### src/rtl/udp_port_packet_steering_top_defines.svh
// Assertion macros shared by the steering block.
`ifndef UDP_PORT_PACKET_STEERING_TOP_DEFINES_SVH
`define UDP_PORT_PACKET_STEERING_TOP_DEFINES_SVH

// Check that a condition implies another in the same cycle.
`define UPS_ASSERT_SAME(label, clk, rst, ante, cons, msg) \
   label: assert property (@(posedge clk) disable iff (rst) (ante) |-> (cons)) \
      else $error(msg);

// Check that a condition implies another in the following cycle.
`define UPS_ASSERT_NEXT(label, clk, rst, ante, cons, msg) \
   label: assert property (@(posedge clk) disable iff (rst) (ante) |=> (cons)) \
      else $error(msg);

`endif

### src/rtl/ups_pkg.sv
// Types, constants and codes shared by the steering block.
`timescale 1ns / 1ps
package ups_pkg;

   // Sizing
   localparam int NUM_QUEUES      = 64;
   localparam int MAX_FRAME_BYTES = 16384;
   localparam int QADDR_W         = (NUM_QUEUES > 1) ? $clog2(NUM_QUEUES) : 1;

   // Field widths
   localparam int BYTE_W     = 8;
   localparam int QUEUE_W    = 6;
   localparam int VERDICT_W  = 2;
   localparam int COUNT_W    = 32;
   localparam int PORT_W     = 16;
   localparam int MASK_W     = 64;
   localparam int POS_W      = 16;
   localparam int KIND_W     = 16;
   localparam int HDR_END_W  = 7;
   localparam int STATUS_W   = 2;

   // Configuration port
   localparam int CSR_INDEX_W = 2;
   localparam int CSR_DATA_W  = 64;
   localparam logic [CSR_INDEX_W-1:0] CSR_STEER_PORT  = 2'd0;
   localparam logic [CSR_INDEX_W-1:0] CSR_SOCKET_MASK = 2'd1;
   localparam logic [PORT_W-1:0]      STEER_PORT_RESET = 16'd8890;

   // Job queue between parser and counter stage
   localparam int FIFO_DEPTH = 4;
   localparam int FIFO_PTR_W = (FIFO_DEPTH > 1) ? $clog2(FIFO_DEPTH) : 1;
   localparam int FIFO_CNT_W = $clog2(FIFO_DEPTH + 1);

   // Header layout
   localparam int ETH_HDR_LEN  = 14;
   localparam int IPV4_MIN_LEN = 20;
   localparam int IPV6_HDR_LEN = 40;
   localparam int UDP_HDR_LEN  = 8;
   localparam int POS_KIND_HI  = 12;
   localparam int POS_KIND_LO  = 13;
   localparam int POS_IPV4_IHL = 14;
   localparam int POS_IPV4_PROTO = 23;
   localparam int POS_IPV6_NEXT  = 20;
   localparam logic [KIND_W-1:0] ETHERTYPE_IPV4 = 16'h0800;
   localparam logic [KIND_W-1:0] ETHERTYPE_IPV6 = 16'h86DD;
   localparam logic [BYTE_W-1:0] PROTO_UDP      = 8'd17;

   // Parse status codes
   localparam logic [STATUS_W-1:0] STATUS_OTHER = 2'd0;
   localparam logic [STATUS_W-1:0] STATUS_IPV4  = 2'd1;
   localparam logic [STATUS_W-1:0] STATUS_IPV6  = 2'd2;

   // Verdict codes
   localparam logic [VERDICT_W-1:0] VERDICT_ABORT    = 2'd0;
   localparam logic [VERDICT_W-1:0] VERDICT_PASS     = 2'd1;
   localparam logic [VERDICT_W-1:0] VERDICT_REDIRECT = 2'd2;

   // Classification handed from the parser to the counter stage
   typedef enum logic [1:0] {
      JOB_ABORT,
      JOB_PASS,
      JOB_MATCH
   } job_kind_type;

   typedef struct packed {
      job_kind_type         kind;
      logic [QUEUE_W-1:0]   queue;
   } steer_job_type;

endpackage

### src/rtl/ups_req_if.sv
// Frame byte channel: one frame byte with its queue and end mark per beat.
`timescale 1ns / 1ps
interface ups_req_if;
   import ups_pkg::*;

   logic                 valid;
   logic                 ready;
   logic [BYTE_W-1:0]    frame_byte;
   logic                 end_of_frame;
   logic [QUEUE_W-1:0]   rx_queue;

   modport source (output valid, output frame_byte, output end_of_frame,
                   output rx_queue, input ready);
   modport sink   (input valid, input frame_byte, input end_of_frame,
                   input rx_queue, output ready);
endinterface

### src/rtl/ups_rsp_if.sv
// Verdict channel: one verdict per frame per beat.
`timescale 1ns / 1ps
interface ups_rsp_if;
   import ups_pkg::*;

   logic                  valid;
   logic                  ready;
   logic [VERDICT_W-1:0]  verdict;
   logic [QUEUE_W-1:0]    target_queue;
   logic [COUNT_W-1:0]    queue_match_count;

   modport source (output valid, output verdict, output target_queue,
                   output queue_match_count, input ready);
   modport sink   (input valid, input verdict, input target_queue,
                   input queue_match_count, output ready);
endinterface

### src/rtl/ups_ram.sv
// Generic single write port RAM with a registered read port.
`timescale 1ns / 1ps
module ups_ram #(
   parameter int WIDTH = 32,
   parameter int DEPTH = 64
) (
   input  logic                                     clock,
   input  logic                                     wr_en,
   input  logic [((DEPTH > 1) ? $clog2(DEPTH) : 1)-1:0] wr_addr,
   input  logic [WIDTH-1:0]                         wr_data,
   input  logic                                     rd_en,
   input  logic [((DEPTH > 1) ? $clog2(DEPTH) : 1)-1:0] rd_addr,
   output logic [WIDTH-1:0]                         rd_data
);
   logic [WIDTH-1:0] mem_ff [DEPTH];
   logic [WIDTH-1:0] rd_data_ff;

   // Write, and read the old contents on a clash
   always_ff @(posedge clock) begin
      if (wr_en) begin
         mem_ff[wr_addr] <= wr_data;
      end
      if (rd_en) begin
         rd_data_ff <= mem_ff[rd_addr];
      end
   end

   assign rd_data = rd_data_ff;
endmodule

### src/rtl/ups_front.sv
// Header parser: walks frame bytes and classifies each frame at its end.
`timescale 1ns / 1ps
module ups_front (
   input  logic                    clock,
   input  logic                    reset,
   ups_req_if.sink                 req_chan,
   input  logic [ups_pkg::PORT_W-1:0] steer_port,
   output logic                    push_valid,
   output ups_pkg::steer_job_type  push_job,
   input  logic                    push_ready
);
   import ups_pkg::*;

   logic [POS_W-1:0]     pos_ff, pos_in;
   logic [KIND_W-1:0]    kind_ff, kind_in;
   logic [HDR_END_W-1:0] hdr_end_ff, hdr_end_in;
   logic [BYTE_W-1:0]    proto_ff, proto_in;
   logic [PORT_W-1:0]    udp_len_ff, udp_len_in;
   logic [PORT_W-1:0]    dport_ff, dport_in;
   logic [STATUS_W-1:0]  status_ff, status_in;

   logic                 accept;
   logic                 in_window;
   logic [POS_W-1:0]     hdr_pos;
   logic [POS_W-1:0]     frame_len;
   logic [POS_W-1:0]     hdr_len;
   job_kind_type         kind_sel;
   logic [BYTE_W-1:0]    b;

   assign req_chan.ready = push_ready;
   assign accept         = req_chan.valid && req_chan.ready;
   assign b              = req_chan.frame_byte;
   assign in_window      = pos_ff < POS_W'(MAX_FRAME_BYTES);
   assign hdr_pos        = POS_W'(hdr_end_ff);

   // Capture header fields at their byte offsets
   always_comb begin
      pos_in     = pos_ff;
      kind_in    = kind_ff;
      hdr_end_in = hdr_end_ff;
      proto_in   = proto_ff;
      udp_len_in = udp_len_ff;
      dport_in   = dport_ff;
      status_in  = status_ff;
      if (in_window) begin
         pos_in = pos_ff + POS_W'(1);
         if (pos_ff == POS_W'(POS_KIND_HI)) begin
            kind_in = {b, 8'h00};
         end else if (pos_ff == POS_W'(POS_KIND_LO)) begin
            kind_in = {kind_ff[KIND_W-1:BYTE_W], b};
            if ({kind_ff[KIND_W-1:BYTE_W], b} == ETHERTYPE_IPV4) begin
               status_in = STATUS_IPV4;
            end else if ({kind_ff[KIND_W-1:BYTE_W], b} == ETHERTYPE_IPV6) begin
               status_in  = STATUS_IPV6;
               hdr_end_in = HDR_END_W'(ETH_HDR_LEN + IPV6_HDR_LEN);
            end
         end else if (pos_ff == POS_W'(POS_IPV4_IHL) && status_ff == STATUS_IPV4) begin
            hdr_end_in = HDR_END_W'(ETH_HDR_LEN) + HDR_END_W'({b[3:0], 2'b00});
         end else if (pos_ff == POS_W'(POS_IPV4_PROTO) && status_ff == STATUS_IPV4) begin
            proto_in = b;
         end else if (pos_ff == POS_W'(POS_IPV6_NEXT) && status_ff == STATUS_IPV6) begin
            proto_in = b;
         end
         // UDP fields sit at fixed offsets past the IP header
         if (hdr_end_ff != '0 && pos_ff >= POS_W'(ETH_HDR_LEN)) begin
            if (pos_ff == hdr_pos + POS_W'(2)) begin
               dport_in = {b, 8'h00};
            end else if (pos_ff == hdr_pos + POS_W'(3)) begin
               dport_in = {dport_ff[PORT_W-1:BYTE_W], b};
            end else if (pos_ff == hdr_pos + POS_W'(4)) begin
               udp_len_in = {b, 8'h00};
            end else if (pos_ff == hdr_pos + POS_W'(5)) begin
               udp_len_in = {udp_len_ff[PORT_W-1:BYTE_W], b};
            end
         end
      end
   end

   assign frame_len = pos_in;
   assign hdr_len   = POS_W'(hdr_end_in);

   // Judge the frame from the fields including its final byte
   always_comb begin
      kind_sel = JOB_PASS;
      if (frame_len < POS_W'(ETH_HDR_LEN)) begin
         kind_sel = JOB_ABORT;
      end else if (status_in == STATUS_IPV4 &&
                   (frame_len < POS_W'(ETH_HDR_LEN + IPV4_MIN_LEN) ||
                    hdr_len < POS_W'(ETH_HDR_LEN + IPV4_MIN_LEN) ||
                    hdr_len > frame_len)) begin
         kind_sel = JOB_PASS;
      end else if (status_in == STATUS_IPV6 && frame_len < hdr_len) begin
         kind_sel = JOB_PASS;
      end else if (status_in != STATUS_IPV4 && status_in != STATUS_IPV6) begin
         kind_sel = JOB_PASS;
      end else if (proto_in != PROTO_UDP) begin
         kind_sel = JOB_PASS;
      end else if (hdr_len + POS_W'(UDP_HDR_LEN) > frame_len) begin
         kind_sel = JOB_ABORT;
      end else if (udp_len_in < PORT_W'(UDP_HDR_LEN)) begin
         kind_sel = JOB_ABORT;
      end else if (dport_in != steer_port) begin
         kind_sel = JOB_PASS;
      end else begin
         kind_sel = JOB_MATCH;
      end
   end

   // Hand the verdict job over on the final beat
   assign push_valid     = accept && req_chan.end_of_frame;
   assign push_job.kind  = kind_sel;
   assign push_job.queue = req_chan.rx_queue;

   // Advance the parse state, clear it at the end of each frame
   always_ff @(posedge clock) begin
      if (reset) begin
         pos_ff     <= '0;
         kind_ff    <= '0;
         hdr_end_ff <= '0;
         proto_ff   <= '0;
         udp_len_ff <= '0;
         dport_ff   <= '0;
         status_ff  <= STATUS_OTHER;
      end else if (accept) begin
         if (req_chan.end_of_frame) begin
            pos_ff     <= '0;
            kind_ff    <= '0;
            hdr_end_ff <= '0;
            proto_ff   <= '0;
            udp_len_ff <= '0;
            dport_ff   <= '0;
            status_ff  <= STATUS_OTHER;
         end else begin
            pos_ff     <= pos_in;
            kind_ff    <= kind_in;
            hdr_end_ff <= hdr_end_in;
            proto_ff   <= proto_in;
            udp_len_ff <= udp_len_in;
            dport_ff   <= dport_in;
            status_ff  <= status_in;
         end
      end
   end
endmodule

### src/rtl/ups_fifo.sv
// Short job queue between the parser and the counter stage.
`timescale 1ns / 1ps
module ups_fifo (
   input  logic                   clock,
   input  logic                   reset,
   input  logic                   push_valid,
   input  ups_pkg::steer_job_type push_job,
   output logic                   push_ready,
   output logic                   pop_valid,
   output ups_pkg::steer_job_type pop_job,
   input  logic                   pop_ready
);
   import ups_pkg::*;

   steer_job_type         slot_ff [FIFO_DEPTH];
   logic [FIFO_PTR_W-1:0] wr_ptr_ff, wr_ptr_in;
   logic [FIFO_PTR_W-1:0] rd_ptr_ff, rd_ptr_in;
   logic [FIFO_CNT_W-1:0] count_ff, count_in;
   logic                  do_push;
   logic                  do_pop;

   assign push_ready = count_ff != FIFO_CNT_W'(FIFO_DEPTH);
   assign pop_valid  = count_ff != '0;
   assign pop_job    = slot_ff[rd_ptr_ff];
   assign do_push    = push_valid && push_ready;
   assign do_pop     = pop_valid && pop_ready;

   // Step pointers with wrap and track the fill level
   always_comb begin
      wr_ptr_in = wr_ptr_ff;
      rd_ptr_in = rd_ptr_ff;
      count_in  = count_ff;
      if (do_push) begin
         wr_ptr_in = (wr_ptr_ff == FIFO_PTR_W'(FIFO_DEPTH - 1)) ? '0
                                                                 : wr_ptr_ff + FIFO_PTR_W'(1);
      end
      if (do_pop) begin
         rd_ptr_in = (rd_ptr_ff == FIFO_PTR_W'(FIFO_DEPTH - 1)) ? '0
                                                                 : rd_ptr_ff + FIFO_PTR_W'(1);
      end
      if (do_push && !do_pop) begin
         count_in = count_ff + FIFO_CNT_W'(1);
      end else if (do_pop && !do_push) begin
         count_in = count_ff - FIFO_CNT_W'(1);
      end
   end

   always_ff @(posedge clock) begin
      if (reset) begin
         wr_ptr_ff <= '0;
         rd_ptr_ff <= '0;
         count_ff  <= '0;
      end else begin
         wr_ptr_ff <= wr_ptr_in;
         rd_ptr_ff <= rd_ptr_in;
         count_ff  <= count_in;
      end
   end

   // Store the job in its slot
   always_ff @(posedge clock) begin
      if (do_push) begin
         slot_ff[wr_ptr_ff] <= push_job;
      end
   end
endmodule

### src/rtl/ups_back.sv
// Counter stage: bumps per-queue match counters and issues verdicts.
`timescale 1ns / 1ps
`include "udp_port_packet_steering_top_defines.svh"
module ups_back (
   input  logic                       clock,
   input  logic                       reset,
   input  logic                       pop_valid,
   input  ups_pkg::steer_job_type     pop_job,
   output logic                       pop_ready,
   input  logic [ups_pkg::MASK_W-1:0] socket_mask,
   ups_rsp_if.source                  rsp_chan
);
   import ups_pkg::*;

   // Stage holding the job whose counter is being read
   logic                  b_valid_ff, b_valid_in;
   steer_job_type         b_job_ff;
   logic [QADDR_W-1:0]    b_addr;
   logic                  b_in_range;

   // Last counter write, covering a read issued on the same edge
   logic                  fwd_valid_ff;
   logic [QADDR_W-1:0]    fwd_addr_ff;
   logic [COUNT_W-1:0]    fwd_count_ff;

   logic [NUM_QUEUES-1:0] entry_valid_ff;

   logic                  out_valid_ff;
   logic [VERDICT_W-1:0]  out_verdict_ff, verdict_sel;
   logic [QUEUE_W-1:0]    out_target_ff, target_sel;
   logic [COUNT_W-1:0]    out_count_ff, count_sel;

   logic                  adv;
   logic                  do_pop;
   logic                  ram_we;
   logic [COUNT_W-1:0]    ram_rdata;
   logic [COUNT_W-1:0]    base_count;
   logic [COUNT_W-1:0]    new_count;

   assign adv        = b_valid_ff && (!out_valid_ff || rsp_chan.ready);
   assign pop_ready  = !b_valid_ff || adv;
   assign do_pop     = pop_valid && pop_ready;
   assign b_addr     = b_job_ff.queue[QADDR_W-1:0];
   assign b_in_range = {1'b0, b_job_ff.queue} < (QUEUE_W + 1)'(NUM_QUEUES);
   assign ram_we     = adv && b_job_ff.kind == JOB_MATCH && b_in_range;

   ups_ram #(
      .WIDTH (COUNT_W),
      .DEPTH (NUM_QUEUES)
   ) u_counter_ram (
      .clock   (clock),
      .wr_en   (ram_we),
      .wr_addr (b_addr),
      .wr_data (new_count),
      .rd_en   (do_pop),
      .rd_addr (pop_job.queue[QADDR_W-1:0]),
      .rd_data (ram_rdata)
   );

   // Pick the current count: last write, stored value, or zero if never written
   always_comb begin
      if (fwd_valid_ff && fwd_addr_ff == b_addr) begin
         base_count = fwd_count_ff;
      end else if (entry_valid_ff[b_addr]) begin
         base_count = ram_rdata;
      end else begin
         base_count = '0;
      end
   end

   assign new_count = base_count + COUNT_W'(1);

   // Form the verdict beat
   always_comb begin
      verdict_sel = VERDICT_PASS;
      target_sel  = '0;
      count_sel   = b_in_range ? base_count : '0;
      case (b_job_ff.kind)
         JOB_ABORT: begin
            verdict_sel = VERDICT_ABORT;
         end
         JOB_MATCH: begin
            if (b_in_range) begin
               count_sel = new_count;
               if (socket_mask[b_job_ff.queue]) begin
                  verdict_sel = VERDICT_REDIRECT;
                  target_sel  = b_job_ff.queue;
               end
            end
         end
         default: begin
            verdict_sel = VERDICT_PASS;
         end
      endcase
   end

   always_comb begin
      b_valid_in = b_valid_ff;
      if (do_pop) begin
         b_valid_in = 1'b1;
      end else if (adv) begin
         b_valid_in = 1'b0;
      end
   end

   // Control state
   always_ff @(posedge clock) begin
      if (reset) begin
         b_valid_ff     <= 1'b0;
         out_valid_ff   <= 1'b0;
         fwd_valid_ff   <= 1'b0;
         entry_valid_ff <= '0;
      end else begin
         b_valid_ff <= b_valid_in;
         if (adv) begin
            out_valid_ff <= 1'b1;
         end else if (rsp_chan.ready) begin
            out_valid_ff <= 1'b0;
         end
         if (ram_we) begin
            fwd_valid_ff           <= 1'b1;
            entry_valid_ff[b_addr] <= 1'b1;
         end
      end
   end

   // Payload registers
   always_ff @(posedge clock) begin
      if (do_pop) begin
         b_job_ff <= pop_job;
      end
      if (ram_we) begin
         fwd_addr_ff  <= b_addr;
         fwd_count_ff <= new_count;
      end
      if (adv) begin
         out_verdict_ff <= verdict_sel;
         out_target_ff  <= target_sel;
         out_count_ff   <= count_sel;
      end
   end

   assign rsp_chan.valid             = out_valid_ff;
   assign rsp_chan.verdict           = out_verdict_ff;
   assign rsp_chan.target_queue      = out_target_ff;
   assign rsp_chan.queue_match_count = out_count_ff;

   `UPS_ASSERT_SAME(redirect_needs_socket, clock, reset,
      rsp_chan.valid && rsp_chan.verdict == VERDICT_REDIRECT,
      socket_mask[rsp_chan.target_queue], "redirect to a queue without a bound socket")
   `UPS_ASSERT_SAME(target_zero_unless_redirect, clock, reset,
      rsp_chan.valid && rsp_chan.verdict != VERDICT_REDIRECT,
      rsp_chan.target_queue == '0, "target queue set on a non-redirect verdict")
   `UPS_ASSERT_NEXT(count_matches_last_write, clock, reset,
      ram_we, rsp_chan.valid && rsp_chan.queue_match_count == fwd_count_ff,
      "reported count differs from the counter just written")
endmodule

### src/rtl/udp_port_packet_steering_top.sv
// Path: a verdict beat passes the job FIFO, counter-read stage and output register.
// Throughput: one frame byte per cycle while the job FIFO has room; the counter stage
//   retires one verdict per cycle while the verdict channel is ready, set by its
//   one counter RAM read and one write per cycle.
// Reset: synchronous, active high; counters read as zero through per-queue valid bits,
//   so no clearing pass is needed before the block takes bytes.
`timescale 1ns / 1ps
module udp_port_packet_steering_top (
   input  logic                            clock,
   input  logic                            reset,
   ups_req_if.sink                         req_chan,
   ups_rsp_if.source                       rsp_chan,
   input  logic                            csr_wr_en,
   input  logic [ups_pkg::CSR_INDEX_W-1:0] csr_index,
   input  logic [ups_pkg::CSR_DATA_W-1:0]  csr_wr_data
);
   import ups_pkg::*;

   logic [PORT_W-1:0] steer_port_ff;
   logic [MASK_W-1:0] socket_mask_ff;

   logic              push_valid;
   steer_job_type     push_job;
   logic              push_ready;
   logic              pop_valid;
   steer_job_type     pop_job;
   logic              pop_ready;

   // Configuration registers; unknown indices are dropped
   always_ff @(posedge clock) begin
      if (reset) begin
         steer_port_ff  <= STEER_PORT_RESET;
         socket_mask_ff <= '0;
      end else if (csr_wr_en) begin
         case (csr_index)
            CSR_STEER_PORT:  steer_port_ff  <= csr_wr_data[PORT_W-1:0];
            CSR_SOCKET_MASK: socket_mask_ff <= csr_wr_data[MASK_W-1:0];
            default: begin
            end
         endcase
      end
   end

   ups_front u_front (
      .clock      (clock),
      .reset      (reset),
      .req_chan   (req_chan),
      .steer_port (steer_port_ff),
      .push_valid (push_valid),
      .push_job   (push_job),
      .push_ready (push_ready)
   );

   ups_fifo u_fifo (
      .clock      (clock),
      .reset      (reset),
      .push_valid (push_valid),
      .push_job   (push_job),
      .push_ready (push_ready),
      .pop_valid  (pop_valid),
      .pop_job    (pop_job),
      .pop_ready  (pop_ready)
   );

   ups_back u_back (
      .clock       (clock),
      .reset       (reset),
      .pop_valid   (pop_valid),
      .pop_job     (pop_job),
      .pop_ready   (pop_ready),
      .socket_mask (socket_mask_ff),
      .rsp_chan    (rsp_chan)
   );
endmodule

### src/flat_wrapper.sv
// flat-port wrapper written by rule: the top's interface ports become plain ports
module udp_port_packet_steering_top_flat import ups_pkg::*;
  (clock, reset, csr_wr_en, csr_index, csr_wr_data, req_chan_valid, req_chan_frame_byte, req_chan_end_of_frame, req_chan_rx_queue, req_chan_ready, rsp_chan_valid, rsp_chan_verdict, rsp_chan_target_queue, rsp_chan_queue_match_count, rsp_chan_ready);
  ups_req_if req_chan_i ();
  ups_rsp_if rsp_chan_i ();
  input  logic clock;
  input  logic reset;
  input  logic csr_wr_en;
  input  logic [ups_pkg::CSR_INDEX_W-1:0] csr_index;
  input  logic [ups_pkg::CSR_DATA_W-1:0] csr_wr_data;
  input wire logic [$bits(req_chan_i.valid)-1:0] req_chan_valid;
  input wire logic [$bits(req_chan_i.frame_byte)-1:0] req_chan_frame_byte;
  input wire logic [$bits(req_chan_i.end_of_frame)-1:0] req_chan_end_of_frame;
  input wire logic [$bits(req_chan_i.rx_queue)-1:0] req_chan_rx_queue;
  output wire logic [$bits(req_chan_i.ready)-1:0] req_chan_ready;
  output wire logic [$bits(rsp_chan_i.valid)-1:0] rsp_chan_valid;
  output wire logic [$bits(rsp_chan_i.verdict)-1:0] rsp_chan_verdict;
  output wire logic [$bits(rsp_chan_i.target_queue)-1:0] rsp_chan_target_queue;
  output wire logic [$bits(rsp_chan_i.queue_match_count)-1:0] rsp_chan_queue_match_count;
  input wire logic [$bits(rsp_chan_i.ready)-1:0] rsp_chan_ready;
  assign req_chan_i.valid = req_chan_valid;
  assign req_chan_i.frame_byte = req_chan_frame_byte;
  assign req_chan_i.end_of_frame = req_chan_end_of_frame;
  assign req_chan_i.rx_queue = req_chan_rx_queue;
  assign req_chan_ready = req_chan_i.ready;
  assign rsp_chan_valid = rsp_chan_i.valid;
  assign rsp_chan_verdict = rsp_chan_i.verdict;
  assign rsp_chan_target_queue = rsp_chan_i.target_queue;
  assign rsp_chan_queue_match_count = rsp_chan_i.queue_match_count;
  assign rsp_chan_i.ready = rsp_chan_ready;
  udp_port_packet_steering_top u_core (.clock(clock), .reset(reset), .req_chan(req_chan_i), .rsp_chan(rsp_chan_i), .csr_wr_en(csr_wr_en), .csr_index(csr_index), .csr_wr_data(csr_wr_data));
endmodule
### config.mk
export PLATFORM = sky130hd
export DESIGN_NAME = udp_port_packet_steering_top_flat
export DESIGN_NICKNAME = d
export VERILOG_FILES = /design/src/rtl/ups_pkg.sv /design/src/rtl/ups_req_if.sv /design/src/rtl/ups_rsp_if.sv /design/src/rtl/ups_ram.sv /design/src/rtl/ups_front.sv /design/src/rtl/ups_fifo.sv /design/src/rtl/ups_back.sv /design/src/rtl/udp_port_packet_steering_top.sv /design/src/flat_wrapper.sv
export VERILOG_INCLUDE_DIRS = /design/src /design/src/rtl
export SDC_FILE = /design/constraint.sdc
export NUM_CORES = 2
export LEC_CHECK = 0
export ABC_AREA = 1
export BUFFER_PORTS_ARGS = -buffer_cell sky130_fd_sc_hd__buf_2
export CORE_MARGIN = 1
export CORE_UTILIZATION = 55
export CTS_BUF_LIST = sky130_fd_sc_hd__clkbuf_4 sky130_fd_sc_hd__clkbuf_8 sky130_fd_sc_hd__clkbuf_16
export CTS_CLUSTER_DIAMETER = 150
export CTS_CLUSTER_SIZE = 28
export DETAILED_ROUTE_END_ITERATION = 7
export GPL_TIMING_DRIVEN = 0
export PLACE_DENSITY = 0.69
export SLEW_MARGIN = 10
export SYNTH_ARGS = -nofsm -noshare
export SYNTH_HDL_FRONTEND = slang
export SYNTH_SLANG_ARGS = --single-unit
### constraint.sdc
create_clock -name clock -period 15.8 [get_ports clock]
set_clock_uncertainty 0.05 [all_clocks]
set_input_delay 1.58 -clock clock [delete_from_list [all_inputs] [get_ports clock]]
set_output_delay 1.58 -clock clock [all_outputs]
set_load 0.005 [all_outputs]
==> impl_results.md <==
* Clock Latency Late Sink at 800 ps
* Root buffer cell: clkbuf_16
* Pre-antenna DRT Iters at 8
* CP required at around 16000 ps
* Synth Area per Inst at 11.7 sq um
* WL final at 331000 um
* VDD IR max at roughly 0.2 mV
* Rows at between 150 and 200
* Hold-fix buffers, CTS at 0
* Initial antenna violation count at 31
* Post-synth EDFFs at between 2000 and 2500
* Slew HR at between 4 and 5%
* Seq/Total Area, Yosys at between 70% and 80%
* Worst Tran Pin Value at 1430 ps
* Startpoint type of the worst setup path: flop
* Die height at 427 um
* Pwr Density at between 200 and 250 nW/um^2
* Crit path buf inv count at 7
* Synth area leaders: edfxtp_1 (66%), nor2_1 (8.9%), dfxtp_1 (4.5%)
* Post-synth cell types at between 60 and 70
* Starting Density at between 50% and 60%
* Synth Cell Area at around 100000 sq um
* Worst stage delay on the critical path at between 1000 and 1500 ps
* Syn nets at about 8600
* Endpoints failing setup at 0
* GRT Resource Usage Total at ~36%
* Nets at roughly 9000
* First-pass GRT wire length at roughly 470000 um
* Dpl hpwl at 240000 um
* Max Fclk at roughly 180 MHz
* Vias in the first global route at a little under 70000
* Slowest cell on the critical path: clkbuf_1
* I/O pin cnt at 128
* Share of layout cells above drive strength 1 at roughly 6.8%
* Setup CP Type: flop to flop
* Core ar. at roughly 180000 sq um
* Worst-path maximum fanout at 10
* Cell taking the most area after synthesis: edfxtp_1
* Critical path's top delay family: buffers and inverters
* H-tree depth at 3
* Top FF cell, synth: edfxtp_1
* Fin crit period at ~5500 ps
* Min-Delay Path Class: flop to flop
* Die X at 427 um
* Area growth syn-to-layout at 10.2%
* Leakage power at between 30 and 40 nW
* CTS Buf Count at 96
* RSZ-0062 raised after global routing: no
* Final Cell Area at 110000 sq um
* Most used cell, CP: clkbuf_1
* Routed WL per cell at 29.4 um
* CTS Buffer Depth at 3
* CTS resizes at 0
* Tcrit/Tclk final at around a third
* GR Overflow Total at 0
* Cell Chain, Critical Path: buf_2 > inv_2 > nand2_1 > a32oi_2 > buf_6 > inv_2 > clkbuf_1 > clkbuf_1 > clkbuf_1 > o32ai_1 > o211ai_1 > nand3_1 > nand3_1 > nand2_1
* DR vias/cell at roughly 6.4
* Pwr Total at between 20 and 25 mW
* Post-CTS Setup Repair Bufs at 0
* Largest net degree at the start of global routing at 67
* Max-cap violations at 0
* Worst EP arrival at about 6000 ps
* Yosys Warn Count at 0
* Placed instance area at approximately 110000 sq um
* Clock sink count at approximately 2400
* Initial drt markers at around 11000
* Clock slew at reported path FFs at 100 ps
* Vias at between 70000 and 80000
* Worst setup EP type: flop
* Post-Syn Instances at roughly 8500
* Hold Vio Cnt, Final at 0
* Die footprint at between 150000 and 200000 sq um
* Setup TNS Final at 0 ps
* Post-synth ARST share at 0%
* Status: finished clean
* Final Max Slew Viols at 0
* Routability Congestion at between 0.9 and 1
* Count of input and output buffers at ~130
* Drt drc at 0
* CTS tree: done
* FF+latch count, synth at 2424
* Top cell type's share of synthesized area at 66.3%
* Final ANT Viol Nets at 0
## worst paths after layout
kind	start	endpoint	slack, ps	depth (start not counted)
max	flop	u_core.u_back.u_counter_ram.rd_data[19]	10270	14
min	u_core.socket_mask_ff[53]	u_core.socket_mask_ff[53]	410	2
max reg2reg	flop	u_core.u_back.u_counter_ram.rd_data[19]	10270	14
min reg2reg	u_core.socket_mask_ff[53]	u_core.socket_mask_ff[53]	410	2
## worst reg2reg max path, stage by stage (launching register included)
cell and delay [ps]:
dfxtp_1 360, buf_2 200, inv_2 90, nand2_1 80
a32oi_2 160, buf_6 210, inv_2 80, clkbuf_1 670
clkbuf_1 1090, clkbuf_1 550, o32ai_1 170, o211ai_1 440
nand3_1 530, nand3_1 430, nand2_1 160
## sequential cells by signal (all words and copies together), names as in the netlist, 13 cells and up, named ones only
name                                      count
u_core.steer_port_ff                         16
u_core.u_back.fwd_count_ff                   32
u_core.u_back.u_counter_ram.mem_ff         2048
u_core.u_back.u_counter_ram.rd_data          32
u_core.u_front.dport_ff                      16
u_core.socket_mask_ff                        64
u_core.u_back.entry_valid_ff                 64
u_core.u_fifo.slot_ff                        32
u_core.u_front.udp_len_ff                    13
u_core.u_back.rsp_chan.queue_match_count     32
u_core.u_front.pos_ff                        16
## cell usage after synthesis, drive strengths merged (12+ instances only)
master  count
dfxtp     226
o21ai     659
a21oi      93
o32ai     256
o211ai    274
nand2     754
ha         41
o22ai      17
nand4      57
nor3       25
clkbuf    462
o311ai    256
nor2     2367
a22oi      12
edfxtp   2198
inv       288
buf        75
xor2       25
nand3     309
## per-stage QoR
stage                     hold slack, ps  util, %  std cells  setup slack (ps)
after floorplan                      371        -       8485              9630
after global placement               389     57.6      10966              5630
after detailed placement             392     59.7      11095             10170
after CTS                            408     61.2      11214             10570
after global routing                 432     61.2      11223             10390
final                                410     61.3      11235             10270
## layout by cell type (no fill, tap or decap), types with 51 or more instances in the layout
| cell type | netlist | layout |
|---|---|---|
| buf_2 | 43 | 169 |
| o311ai_0 | 203 | 203 |
| o21ai_0 | 644 | 644 |
| o211ai_1 | 274 | 274 |
| buf_12 | 0 | 51 |
| inv_1 | 279 | 277 |
| o32ai_1 | 256 | 256 |
| nor2_1 | 2348 | 2280 |
| edfxtp_1 | 2198 | 2198 |
| nand4_1 | 57 | 57 |
| a21oi_1 | 92 | 92 |
| nor2_4 | 6 | 73 |
| dfxtp_1 | 226 | 226 |
| nand3_1 | 307 | 307 |
| clkbuf_16 | 0 | 99 |
| nand2_1 | 740 | 727 |
| buf_16 | 0 | 71 |
| o311ai_1 | 53 | 53 |
| clkbuf_1 | 462 | 444 |
## cells by family (layout without fill, tap and decap cells)
| family | count (synthesis) | count (layout) | share of synthesized area (%) |
|---|---|---|---|
| AOI/OAI and AO/OA | 1610 | 1610 | 10.9 |
| xor gates and xnor gates | 31 | 31 | 0.295 |
| adders and majority gates | 42 | 42 | 0.535 |
| buffers and inverters | 831 | 1206 | 3.24 |
| DFF | 2424 | 2424 | 70.8 |
| muxes | 1 | 1 | 0.0101 |
| other | 0 | 20 | 0 |
| and+or+nand+nor | 3546 | 3546 | 14.2 |
## routing by layer
metal  vias to the layer above  wire, um  global-route usage (%)
met2                      4400    149000                    55.4
li1                      31274         -                       -
met4                        20     22000                    20.8
met5                         -       337                   0.847
met1                     35230    121000                    46.9
met3                       801     38500                    8.21
## final cells by class
cell class                      instances  area [sq um]
Fill cell                           13948         69400
Tap cell                             2355          2950
Antenna cell                           20          50.0
Inverter                              294          1110
Clock buffer                          114          2590
Timing Repair Buffer                  256          3710
Clock inverter                          5          42.5
Buffer                                537          2140
Sequential cell                      2424         70500
Multi-Input combinational cell       5230         26600
## power by group
group	switching, mW	internal, mW	leakage [nW]	total [mW]
registers	0.111	8.53	22.1	8.64
logic	8.22	2.41	13.0	10.6
clock network	1.91	1.17	1.31	3.08
total	10.2	12.1	36.4	22.3
No activity file was read; power rests on OpenSTA's default activity.
